$ cat config.mk
export PLATFORM = sky130hd
export DESIGN_NAME = nearest_edge_line_per_side_top
export DESIGN_NICKNAME = d
export VERILOG_FILES = /design/src/design/nel_pkg.sv /design/src/design/nel_classify.sv /design/src/design/nearest_edge_line_per_side_top.sv
export SDC_FILE = /design/constraint.sdc
export NUM_CORES = 1
export LEC_CHECK = 0
export ABC_CLOCK_PERIOD_IN_PS = 16300
export BUFFER_PORTS_ARGS = -buffer_cell sky130_fd_sc_hd__clkbuf_2
export CAP_MARGIN = 20
export CORE_UTILIZATION = 68
export CTS_CLUSTER_DIAMETER = 100
export DETAILED_ROUTE_END_ITERATION = 8
export GPL_TIMING_DRIVEN = 0
export PLACE_DENSITY_LB_ADDON = 0.08
export RECOVER_POWER = 50
export SYNTH_ARGS = -nofsm -noshare
export SYNTH_HDL_FRONTEND = slang
export SYNTH_SLANG_ARGS = --single-unit
$ cat constraint.sdc
create_clock -name clk -period 16.3 [get_ports clk]
set_clock_uncertainty 0.2 [all_clocks]
set_input_delay 1.63 -clock clk [delete_from_list [all_inputs] [get_ports clk]]
set_output_delay 1.63 -clock clk [all_outputs]
set_load 0.01 [all_outputs]
$ cat src/design/nel_pkg.sv
// Shared types and constants for the nearest edge line per side block.
package nel_pkg;

  localparam int IN_COORD_BITS = 12;
  localparam int OUT_COORD_BITS = 14;
  localparam int DIFF_BITS = 12;
  localparam int SQ_BITS = 2 * DIFF_BITS;
  localparam int DIST_BITS = SQ_BITS + 1;
  localparam int CFG_DATA_BITS = 13;
  localparam int CFG_INDEX_BITS = 2;
  localparam int OFFSET_BITS = 8;
  localparam int SIZE_BITS = 13;
  localparam int NUM_SIDES = 4;
  localparam int NUM_COORDS = 4;
  localparam int IN_TDATA_BITS = 48;
  localparam int OUT_TDATA_BITS = 56;
  localparam int OUT_TUSER_BITS = 3;

  localparam logic [SIZE_BITS-1:0] SIZE_RESET = 13'd4096;
  localparam logic [OFFSET_BITS-1:0] OFFSET_RESET = 8'd0;

  typedef enum logic [1:0] {
    SIDE_TOP    = 2'd0,
    SIDE_BOTTOM = 2'd1,
    SIDE_LEFT   = 2'd2,
    SIDE_RIGHT  = 2'd3
  } side_t;

  typedef enum logic [CFG_INDEX_BITS-1:0] {
    CFG_WIDTH  = 2'd0,
    CFG_HEIGHT = 2'd1,
    CFG_OFFSET = 2'd2
  } cfg_index_t;

  typedef struct packed {
    side_t                side;
    logic [DIFF_BITS-1:0] ddx;
    logic [DIFF_BITS-1:0] ddy;
  } class_t;

endpackage

$ cat src/design/nel_classify.sv
// Side classification and centre offsets of one line segment.
module nel_classify
  import nel_pkg::*;
#(
  parameter int CW = 12
) (
  input  logic [CW-1:0]        sx,
  input  logic [CW-1:0]        sy,
  input  logic [CW-1:0]        ex,
  input  logic [CW-1:0]        ey,
  input  logic [DIFF_BITS-1:0] cx,
  input  logic [DIFF_BITS-1:0] cy,
  output class_t               res
);

  logic [CW:0]          sum_x;
  logic [CW:0]          sum_y;
  logic [DIFF_BITS-1:0] mx;
  logic [DIFF_BITS-1:0] my;
  logic [CW-1:0]        adx;
  logic [CW-1:0]        ady;
  logic                 horiz;

  always_comb begin
    sum_x = (CW + 1)'(sx) + (CW + 1)'(ex);
    sum_y = (CW + 1)'(sy) + (CW + 1)'(ey);
    mx = DIFF_BITS'(sum_x[CW:1]);
    my = DIFF_BITS'(sum_y[CW:1]);
    adx = (sx >= ex) ? sx - ex : ex - sx;
    ady = (sy >= ey) ? sy - ey : ey - sy;
    // A segment with no horizontal extent is always steep.
    horiz = (adx != '0) && (ady <= adx);
    if (horiz) begin
      res.side = (my <= cy) ? SIDE_TOP : SIDE_BOTTOM;
    end else begin
      res.side = (mx <= cx) ? SIDE_LEFT : SIDE_RIGHT;
    end
    res.ddx = (mx >= cx) ? mx - cx : cx - mx;
    res.ddy = (my >= cy) ? my - cy : cy - my;
  end

endmodule

$ cat src/design/nearest_edge_line_per_side_top.sv
// Top level of the nearest edge line per side block.
//
// Segments enter on the s_ stream, one request per segment, with s_tuser low;
// a request with s_tuser high marks the end of a frame. For every side class
// (top, bottom, left, right) the block keeps the segment whose midpoint is
// nearest the image centre. An end of frame request yields four results on
// the m_ stream in the order top, bottom, left, right, with tlast on the
// fourth, and then empties the store for the next frame.
// A new request is accepted every cycle, except while an end of frame waits
// in the update stage. A segment passes an input register, a stage that
// squares the centre offsets, and a compare and update stage. The four
// results are then copied to a result bank; the first goes to the output
// register, followed by one result per cycle while the receiver takes them.
// Segments of the next frame keep flowing while they drain; a second end of
// frame waits in the update stage until the bank is empty. When the receiver
// stalls, the output register holds its result; the pipeline backs up only
// while such an end of frame waits. Reset empties the store and returns the
// registers to width 4096, height 4096, offset 0.
module nearest_edge_line_per_side_top
  import nel_pkg::*;
#(
  parameter int COORD_BITS = 12
) (
  input  logic                      clk,
  input  logic                      rst,
  input  logic                      cfg_we,
  input  logic [CFG_INDEX_BITS-1:0] cfg_index,
  input  logic [CFG_DATA_BITS-1:0]  cfg_data,
  input  logic                      s_tvalid,
  output logic                      s_tready,
  // start_x, start_y, end_x, end_y, 12 bits each
  input  logic [IN_TDATA_BITS-1:0]  s_tdata,
  // mode
  input  logic                      s_tuser,
  output logic                      m_tvalid,
  input  logic                      m_tready,
  // out_start_x, out_start_y, out_end_x, out_end_y, 14 bits each
  output logic [OUT_TDATA_BITS-1:0] m_tdata,
  // side (2 bits), status
  output logic [OUT_TUSER_BITS-1:0] m_tuser,
  output logic                      m_tlast
);

  localparam int CW = (COORD_BITS < IN_COORD_BITS) ? COORD_BITS : IN_COORD_BITS;

  logic [SIZE_BITS-1:0]   image_width;
  logic [SIZE_BITS-1:0]   image_height;
  logic [OFFSET_BITS-1:0] side_offset;

  logic          p1_valid;
  logic          p1_eof;
  logic [CW-1:0] p1_seg [NUM_COORDS];

  logic               p2_valid;
  logic               p2_eof;
  side_t              p2_side;
  logic [SQ_BITS-1:0] p2_sqx;
  logic [SQ_BITS-1:0] p2_sqy;
  logic [CW-1:0]      p2_seg [NUM_COORDS];

  logic [NUM_SIDES-1:0] found;
  logic [DIST_BITS-1:0] best_dist [NUM_SIDES];
  logic [CW-1:0]        best_seg [NUM_SIDES][NUM_COORDS];

  logic                 snap_busy;
  logic [1:0]           side_cnt;
  logic [NUM_SIDES-1:0] snap_found;
  logic                 snap_status;
  logic [CW-1:0]        snap_seg [NUM_SIDES][NUM_COORDS];

  class_t                    cls;
  logic                      stall;
  logic                      take_eof;
  logic                      take_seg;
  logic [DIST_BITS-1:0]      seg_dist;
  logic                      nearer;
  logic                      out_load;
  logic                      subtract;
  logic [OUT_COORD_BITS-1:0] out_coord [NUM_COORDS];

  // Configuration registers.
  always_ff @(posedge clk) begin
    if (rst) begin
      image_width <= SIZE_RESET;
      image_height <= SIZE_RESET;
      side_offset <= OFFSET_RESET;
    end else if (cfg_we) begin
      case (cfg_index)
        CFG_WIDTH: image_width <= cfg_data;
        CFG_HEIGHT: image_height <= cfg_data;
        CFG_OFFSET: side_offset <= cfg_data[OFFSET_BITS-1:0];
        default: ;
      endcase
    end
  end

  // An end of frame may only leave the update stage once the bank is free.
  assign stall = p2_valid && p2_eof && snap_busy;
  assign s_tready = !stall;

  always_ff @(posedge clk) begin
    if (rst) begin
      p1_valid <= 1'b0;
    end else if (!stall) begin
      p1_valid <= s_tvalid;
    end
  end

  always_ff @(posedge clk) begin
    if (!stall) begin
      p1_eof <= s_tuser;
      for (int k = 0; k < NUM_COORDS; k++) begin
        p1_seg[k] <= s_tdata[k*IN_COORD_BITS +: CW];
      end
    end
  end

  nel_classify #(
    .CW(CW)
  ) u_classify (
    .sx (p1_seg[0]),
    .sy (p1_seg[1]),
    .ex (p1_seg[2]),
    .ey (p1_seg[3]),
    .cx (image_width[SIZE_BITS-1:1]),
    .cy (image_height[SIZE_BITS-1:1]),
    .res(cls)
  );

  always_ff @(posedge clk) begin
    if (rst) begin
      p2_valid <= 1'b0;
    end else if (!stall) begin
      p2_valid <= p1_valid;
    end
  end

  always_ff @(posedge clk) begin
    if (!stall) begin
      p2_eof <= p1_eof;
      p2_side <= cls.side;
      p2_sqx <= cls.ddx * cls.ddx;
      p2_sqy <= cls.ddy * cls.ddy;
      p2_seg <= p1_seg;
    end
  end

  assign seg_dist = DIST_BITS'(p2_sqx) + DIST_BITS'(p2_sqy);
  // Strictly nearer only, so an earlier segment wins a tie.
  assign nearer = !found[p2_side] || (seg_dist < best_dist[p2_side]);
  assign take_seg = p2_valid && !p2_eof && nearer;
  assign take_eof = p2_valid && p2_eof && !snap_busy;

  always_ff @(posedge clk) begin
    if (rst) begin
      found <= '0;
    end else if (take_eof) begin
      found <= '0;
    end else if (take_seg) begin
      found[p2_side] <= 1'b1;
    end
  end

  always_ff @(posedge clk) begin
    if (take_seg) begin
      best_dist[p2_side] <= seg_dist;
      best_seg[p2_side] <= p2_seg;
    end
  end

  // Result bank drained one side per cycle into the output register while the receiver takes results.
  assign out_load = snap_busy && (!m_tvalid || m_tready);

  always_ff @(posedge clk) begin
    if (rst) begin
      snap_busy <= 1'b0;
      side_cnt <= '0;
    end else if (take_eof) begin
      snap_busy <= 1'b1;
      side_cnt <= '0;
    end else if (out_load) begin
      side_cnt <= side_cnt + 2'd1;
      if (side_cnt == SIDE_RIGHT) begin
        snap_busy <= 1'b0;
      end
    end
  end

  always_ff @(posedge clk) begin
    if (take_eof) begin
      snap_found <= found;
      snap_status <= !(&found);
      snap_seg <= best_seg;
    end
  end

  always_comb begin
    subtract = (side_cnt == SIDE_TOP) || (side_cnt == SIDE_RIGHT);
    for (int k = 0; k < NUM_COORDS; k++) begin
      if (!snap_found[side_cnt]) begin
        out_coord[k] = '0;
      end else if (subtract) begin
        out_coord[k] = OUT_COORD_BITS'(snap_seg[side_cnt][k])
                       - OUT_COORD_BITS'(side_offset);
      end else begin
        out_coord[k] = OUT_COORD_BITS'(snap_seg[side_cnt][k])
                       + OUT_COORD_BITS'(side_offset);
      end
    end
  end

  always_ff @(posedge clk) begin
    if (rst) begin
      m_tvalid <= 1'b0;
    end else if (out_load) begin
      m_tvalid <= 1'b1;
    end else if (m_tready) begin
      m_tvalid <= 1'b0;
    end
  end

  always_ff @(posedge clk) begin
    if (out_load) begin
      m_tdata <= {out_coord[3], out_coord[2], out_coord[1], out_coord[0]};
      m_tuser <= {snap_status, side_cnt};
      m_tlast <= (side_cnt == SIDE_RIGHT);
    end
  end

`ifndef SYNTHESIS
  a_last_on_right: assert property (@(posedge clk) disable iff (rst)
    m_tvalid && m_tlast |-> m_tuser[1:0] == SIDE_RIGHT)
    else $error("tlast on a result that is not the right side");

  a_idle_count: assert property (@(posedge clk) disable iff (rst)
    !snap_busy |-> side_cnt == 2'd0)
    else $error("side counter not at top while the result bank is idle");

  a_store_cleared: assert property (@(posedge clk) disable iff (rst)
    take_eof |=> found == '0)
    else $error("store not emptied after end of frame");

  a_reset_quiet: assert property (@(posedge clk)
    rst |=> !m_tvalid && !snap_busy)
    else $error("results pending right after reset");
`endif

endmodule
==> After elaboration in Yosys (flattened, before gate mapping) <==
Memories as Yosys holds them, arrays and structs flattened. A register that Yosys moved wholly into a read port is not among the register bits.
Index checks and enable logic that the tools add are counted.
{ "word_totals": {"wordCells": 163, "inputBits": 69, "n_memories": 1, "out_inout_bits": 62, "regBits": 641, "mem_bits_rw": 100} }
{ "mem_list": {"columns": ["name", "words", "word_bits", "rd", "rd_ports_with_merged_regs", "write_ports", "line", "rtl"], "rows": [
  ["best_dist", 4, 25, 1, 1, 1, "nearest_edge_line_per_side_top.sv:62", "logic [DIST_BITS-1:0] best_dist [NUM_SIDES];"]
]} }
{ "classes": {"mux": 31, "bitwise_logic": 3, "n_reduce_logical": 30, "n_eq_ne": 3, "n_addsub": 20, "mul": 2, "order_cmp": 14} }
{ "ops": {"columns": ["op", "n"], "rows": [
  ["192-bit bitwise mux", 1],
  ["48-bit 2-to-1 mux", 3],
  ["48-bit binary-select mux with 2-bit select", 1],
  ["48-bit demux with 2-bit select", 1],
  ["12-bit subtractor", 8],
  ["14-bit 2-to-1 mux", 4],
  ["12-bit by 8-bit adder with 13-bit output", 4],
  ["12-bit by 8-bit subtractor with 13-bit output", 4],
  ["12-bit >= comparator", 4],
  ["12-bit by 12-bit multiplier with 24-bit output", 2],
  ["12-bit 2-to-1 mux", 4],
  ["12-bit less-or-equal comparator", 3],
  ["12-bit by 12-bit adder with 13-bit output", 2],
  ["24-bit by 24-bit adder with 25-bit output", 1],
  ["25-bit < comparator", 1],
  ["1-bit 2-to-1 mux", 12],
  ["12-bit nonzero test", 1],
  ["1-bit logical AND", 9],
  ["2-bit AND reduction", 4],
  ["3-bit >= comparator, second input constant", 2],
  ["1-bit zero test", 6],
  ["2-bit by 3-bit < comparator with 1-bit output, second input constant", 2],
  ["2-bit NOT with 3-bit output", 2],
  ["2-bit nonzero test", 3],
  ["other kinds (13)", 19]
]} }

==> Longest topological paths before layout <==
{ "depth": {"ltp_word": 7, "depth_mapped": 46, "ltp_nobuf": 43} }

==> Cells and area by module <==
Synthesis repeated with hierarchy kept, for this count alone.
{ "unflattened": {"hier_cells": 3511, "hier_area_um2": 43479.2} }
{ "modules_own_cells": {"columns": ["mod", "n_inst", "seq_area_each_um2", "area_per_inst_um2", "cells_each"], "rows": [
  ["nearest_edge_line_per_side_top", 1, 21750.9, 37812.5, 2742],
  ["nel_classify", 1, 0.0, 5666.7, 769]
]} }

==> Worst setup path before layout <==
No wires, ideal clock.
{ "synth_path": {"kind": "register to register", "startpoint": "reg p1_seg[12] (netlist name)", "endpoint": "reg p2_sqx[22] (data pin)", "n_path_buf": 1, "setup_time_ns": 0.258, "path_stages_with_launch": 41, "period_less_slack_ns": 9.863, "slack_ns": 6.437, "t_required_ns": 15.842, "arrival_ns": 9.405, "cell_sequence": "edfxtp_1 > ha_1 > fa_1 > a21o_1 > a21oi_1 > o21bai_1 > a21oi_1 > o21bai_1 > a21oi_1 > o21ai_0 > a21oi_1 > xor2_1 > ha_1 > nand4_1 > a311oi_2 > a211o_1 > buf_6 > mux2_4 > [... 5 more ...] > inv_1 > fa_1 > inv_1 > fa_1 > inv_1 > fa_1 > inv_1 > fa_1 > inv_1 > ha_1 > or2_2 > a21oi_1 > a21oi_1 > a21o_1 > o221ai_1 > o2111ai_1 > a21o_1 > xor2_1"} }
{ "synth_between": {"elab_chain_cells": 4, "word_cells_on_any_way": 6, "cone_classes": "add/sub (3); mul (1); order compare (1); mux (1)"} }
{ "synth_rtl": {"columns": ["element", "line", "rtl"], "rows": [
  ["start: declaration", "nearest_edge_line_per_side_top.sv:52", "logic [CW-1:0] p1_seg [NUM_COORDS];"],
  ["start signal: indexed assignment", "nearest_edge_line_per_side_top.sv:113", "p1_seg[k] <= s_tdata[k*IN_COORD_BITS +: CW];"],
  ["12-bit by 12-bit adder with 13-bit output *", "nel_classify.sv:25", "sum_x = (CW + 1)'(sx) + (CW + 1)'(ex);"],
  ["12-bit subtractor or 12-bit >= comparator (tied branches)", "nel_classify.sv:38", "res.ddx = (mx >= cx) ? mx - cx : cx - mx;"],
  ["12-bit 2-to-1 mux *", "nel_classify.sv:38", null],
  ["12-bit by 12-bit multiplier with 24-bit output *", "nearest_edge_line_per_side_top.sv:142", "p2_sqx <= cls.ddx * cls.ddx;"],
  ["end signal: assignment", "nearest_edge_line_per_side_top.sv:142", null],
  ["end: declaration", "nearest_edge_line_per_side_top.sv:57", "logic [SQ_BITS-1:0] p2_sqx;"]
]} }
Mark *: on every way between the ends. The rest lies on a longest branch, timed or not.
A chain may end at the register's enable or synchronous reset.

==> Worst setup path in the final report <==
{ "layout_path": {"startpoint": "reg p1_seg[12] (netlist name)", "endpoint": "reg p2_sqx[23] (data pin)"} }
The elaborated chain is that of the path after synthesis.

==> impl_metrics.csv <==
group,metric,value,unit
cells_and_area,final_common_cell,"edfxtp_1",
synth,synth-edff-count,695,
cells_and_area,area.growth.synth_to_final,10.9,%
sta,tightest_slew,4.08,ns
clock_network,cts_hold_buf,0,
worst_setup_path,crit_type,"flip-flop to flip-flop",
cells_and_area,drive_gt1_share,11.8,%
die,start_util,69.5,%
sta,timing.fmax,83.9,MHz
synth,yosysSeqAreaShare,51.5,%
sta,rsz0062_at_grt,"no",
placed_design,post-dp-hpwl,74300,µm
min_path,hold_path.class,"flip-flop to flip-flop",
clock_network,clockBufferDepth,3,
routing,firstDrtPassIters,6,
routing,drtAntennaViolNets,0,
status,violations,"capacitance limit, slew limit",
routing,viasPerCell,6.07,
worst_setup_path,required,16.49,ns
worst_setup_path,cp_max_fo,10,
placed_design,port_buffers,129,
die,die_width,251,µm
clock_network,postCtsResizedCells,0,
global_route,grt_max_degree,78,
synth,ys_ff_latch,739,
sta,setup_viol,0,
sta,finalMaxSlewViolations,222,
clock_network,cts_root_buf,"clkbuf_16",
cells_and_area,final_cell_mix,"edfxtp_1, inv_1, ha_1, nor2_1, a21oi_1",
die,io_pins,131,
clock_network,cts_buffers,75,
sta,hold_viol_final,0,
worst_setup_path,crit_path_end_kind,"flip-flop",
worst_setup_path,critPathLaunchType,"flip-flop",
synth,synth_flop_cell,"edfxtp_1",
routing,wire_per_inst,22.7,µm
synth,avgSynthCellArea,12.7,µm²
clock_network,cts_tree,"built",
run,max-cap-violations,4,
clock_network,htreeDepth,3,
worst_setup_path,crit_arrival,12.11,ns
cells_and_area,fillCellCount,3709,
sta,setup-tns-final,0,ns
synth,yosys_warnings,0,
global_route,grt_usage,32.9,%
global_route,grt_pass1_wl,156000,µm
clock_network,worstSkewPairLatency,0.63,ns
global_route,grt_overflow,0,
clock_network,postCtsSetupBuffers,0,
synth,syn_nets,3935,
routing,drc_errors,0,
die,num_rows,90,
synth,synth.cell_area,42200,µm²
routing,vias,26746,
die,die-area,63100,µm²
die,core,60800,µm²
synth,synthArstFlopShare,0,%
synth,synthCells,3334,
routing,drtIter0Drc,2258,
sta,relSlewSlack,-172,%
sta,min_period_over_period,73.1,%
die,fp.dieH,251,µm
global_route,grt_pass1_vias,28119,
clock_network,path_clk_slew,0.06,ns
status,status,"finished, violations left",
worst_setup_path,critPathSlowestCell,"xnor2_1",
synth,synth_cell_type_count,91,
placed_design,gp_congestion,0.929,
cells_and_area,nets,4163,
global_route,grt_antenna_before_repair,1,
worst_setup_path,max_stage_delay,0.72,ns
routing,routed_wl,100000,µm
sta,fin_crit,11.92,ns
clock_network,cts_sinks,739,
[flip-flops by register name, indices dropped and copies added (netlist names), named ones only]
name	cells
best_seg	192
snap_seg	192
best_dist	100
m_tdata	56
p1_seg	48
p2_seg	48
p2_sqx	23
p2_sqy	23
image_height	12
image_width	12
side_offset	8
found	4
snap_found	4
m_tuser	3
p2_side	2
side_cnt	2
m_tlast	1
m_tvalid	1
p1_eof	1
p1_valid	1
p2_eof	1
p2_valid	1
snap_busy	1
snap_status	1
[logic make-up after synthesis]
group / Yosys count / share of synthesized area (%)
AOI/OAI and AO/OA: 580 / 8.78
muxes: 119 / 5.05
DFF: 739 / 51.5
adders and majority gates: 532 / 19.0
xor gates and xnor gates: 158 / 3.44
and+or+nand+nor: 644 / 7.13
buffers and inverters: 562 / 5.16
[worst max-delay path, delay by kind of cell, from the launching register on]
family	cells	cell delay (ns)
compound gates	17	4.10
simple gates	2	0.54
fa+ha+maj	9	3.96
xor+xnor	3	1.28
buf+inv	7	1.13
flops	1	0.44
[path summary, 6_finish.rpt]
check / start / end / cells after the start / slack (ns)
min: best_seg[81] / snap_seg[81] / 0 / 0.20
max: p1_seg[12] / p2_sqx[23] / 38 / 4.38
max reg2reg: p1_seg[12] / p2_sqx[23] / 38 / 4.38
min reg2reg: best_seg[81] / snap_seg[81] / 0 / 0.20
[per-stage QoR]
step | instances | setup WS (ns) | area, µm² | hold slack (ns) | utilization (%)
6_report | 4406 | 4.38 | 46900 | 0.202 | 77.1
5_1_grt | 4406 | 3.60 | 46900 | 0.205 | 77.1
4_1_cts | 4405 | 4.39 | 47000 | 0.199 | 77.2
3_5_place_dp | 4267 | 4.50 | 44500 | 0.205 | 73.2
3_3_place_gp | 4245 | 3.99 | 43900 | 0.200 | 72.1
2_1_floorplan | 3334 | 6.44 | 42200 | 0.200 | -
[routing by layer]
| metal | track usage (%) | routed length (µm) |
|---|---|---|
| met5 | 0 | 0 |
| met3 | 4.26 | 5230 |
| met1 | 38.7 | 37200 |
| met4 | 14.8 | 4850 |
| met2 | 60.0 | 52900 |
[cell type report]
cell class | instances | area [µm²] | share of cell area (%)
tap | 782 | 978 | 2.09
timing repair buffer | 151 | 1130 | 2.42
multi-input combinational | 2033 | 18400 | 39.2
clock inverter | 51 | 523 | 1.12
sequential | 739 | 21800 | 46.4
clock buffer | 87 | 1920 | 4.10
buffer | 89 | 402 | 0.857
inverter | 473 | 1780 | 3.79
antenna | 1 | 2.50 | 0.00534
[synthesized netlist by cell type, drive strengths merged, types with 14 or more instances]
master	number	area share, %
edfxtp	695	49
mux2	14	0.40
mux4	73	3.9
o21a	23	0.41
ha	352	10
xnor2	120	2.6
or2	24	0.36
a21o	57	1.0
a21oi	185	2.2
nand2b	44	0.65
buf	36	0.47
nand4	23	0.34
clkbuf	53	0.48
dfxtp	44	2.1
mux2i	32	0.76
nand2	167	1.5
or3	16	0.24
nand3	23	0.27
fa	180	8.5
xor2	38	0.84
nor3	40	0.47
o21ai	139	1.7
inv	471	4.2
nor2	230	2.1
o21bai	36	0.64
nor2b	36	0.53
a211oi	25	0.47
Power is not shown: default switching activity piles up to over one toggle a cycle in this logic, so the estimate is an artifact.
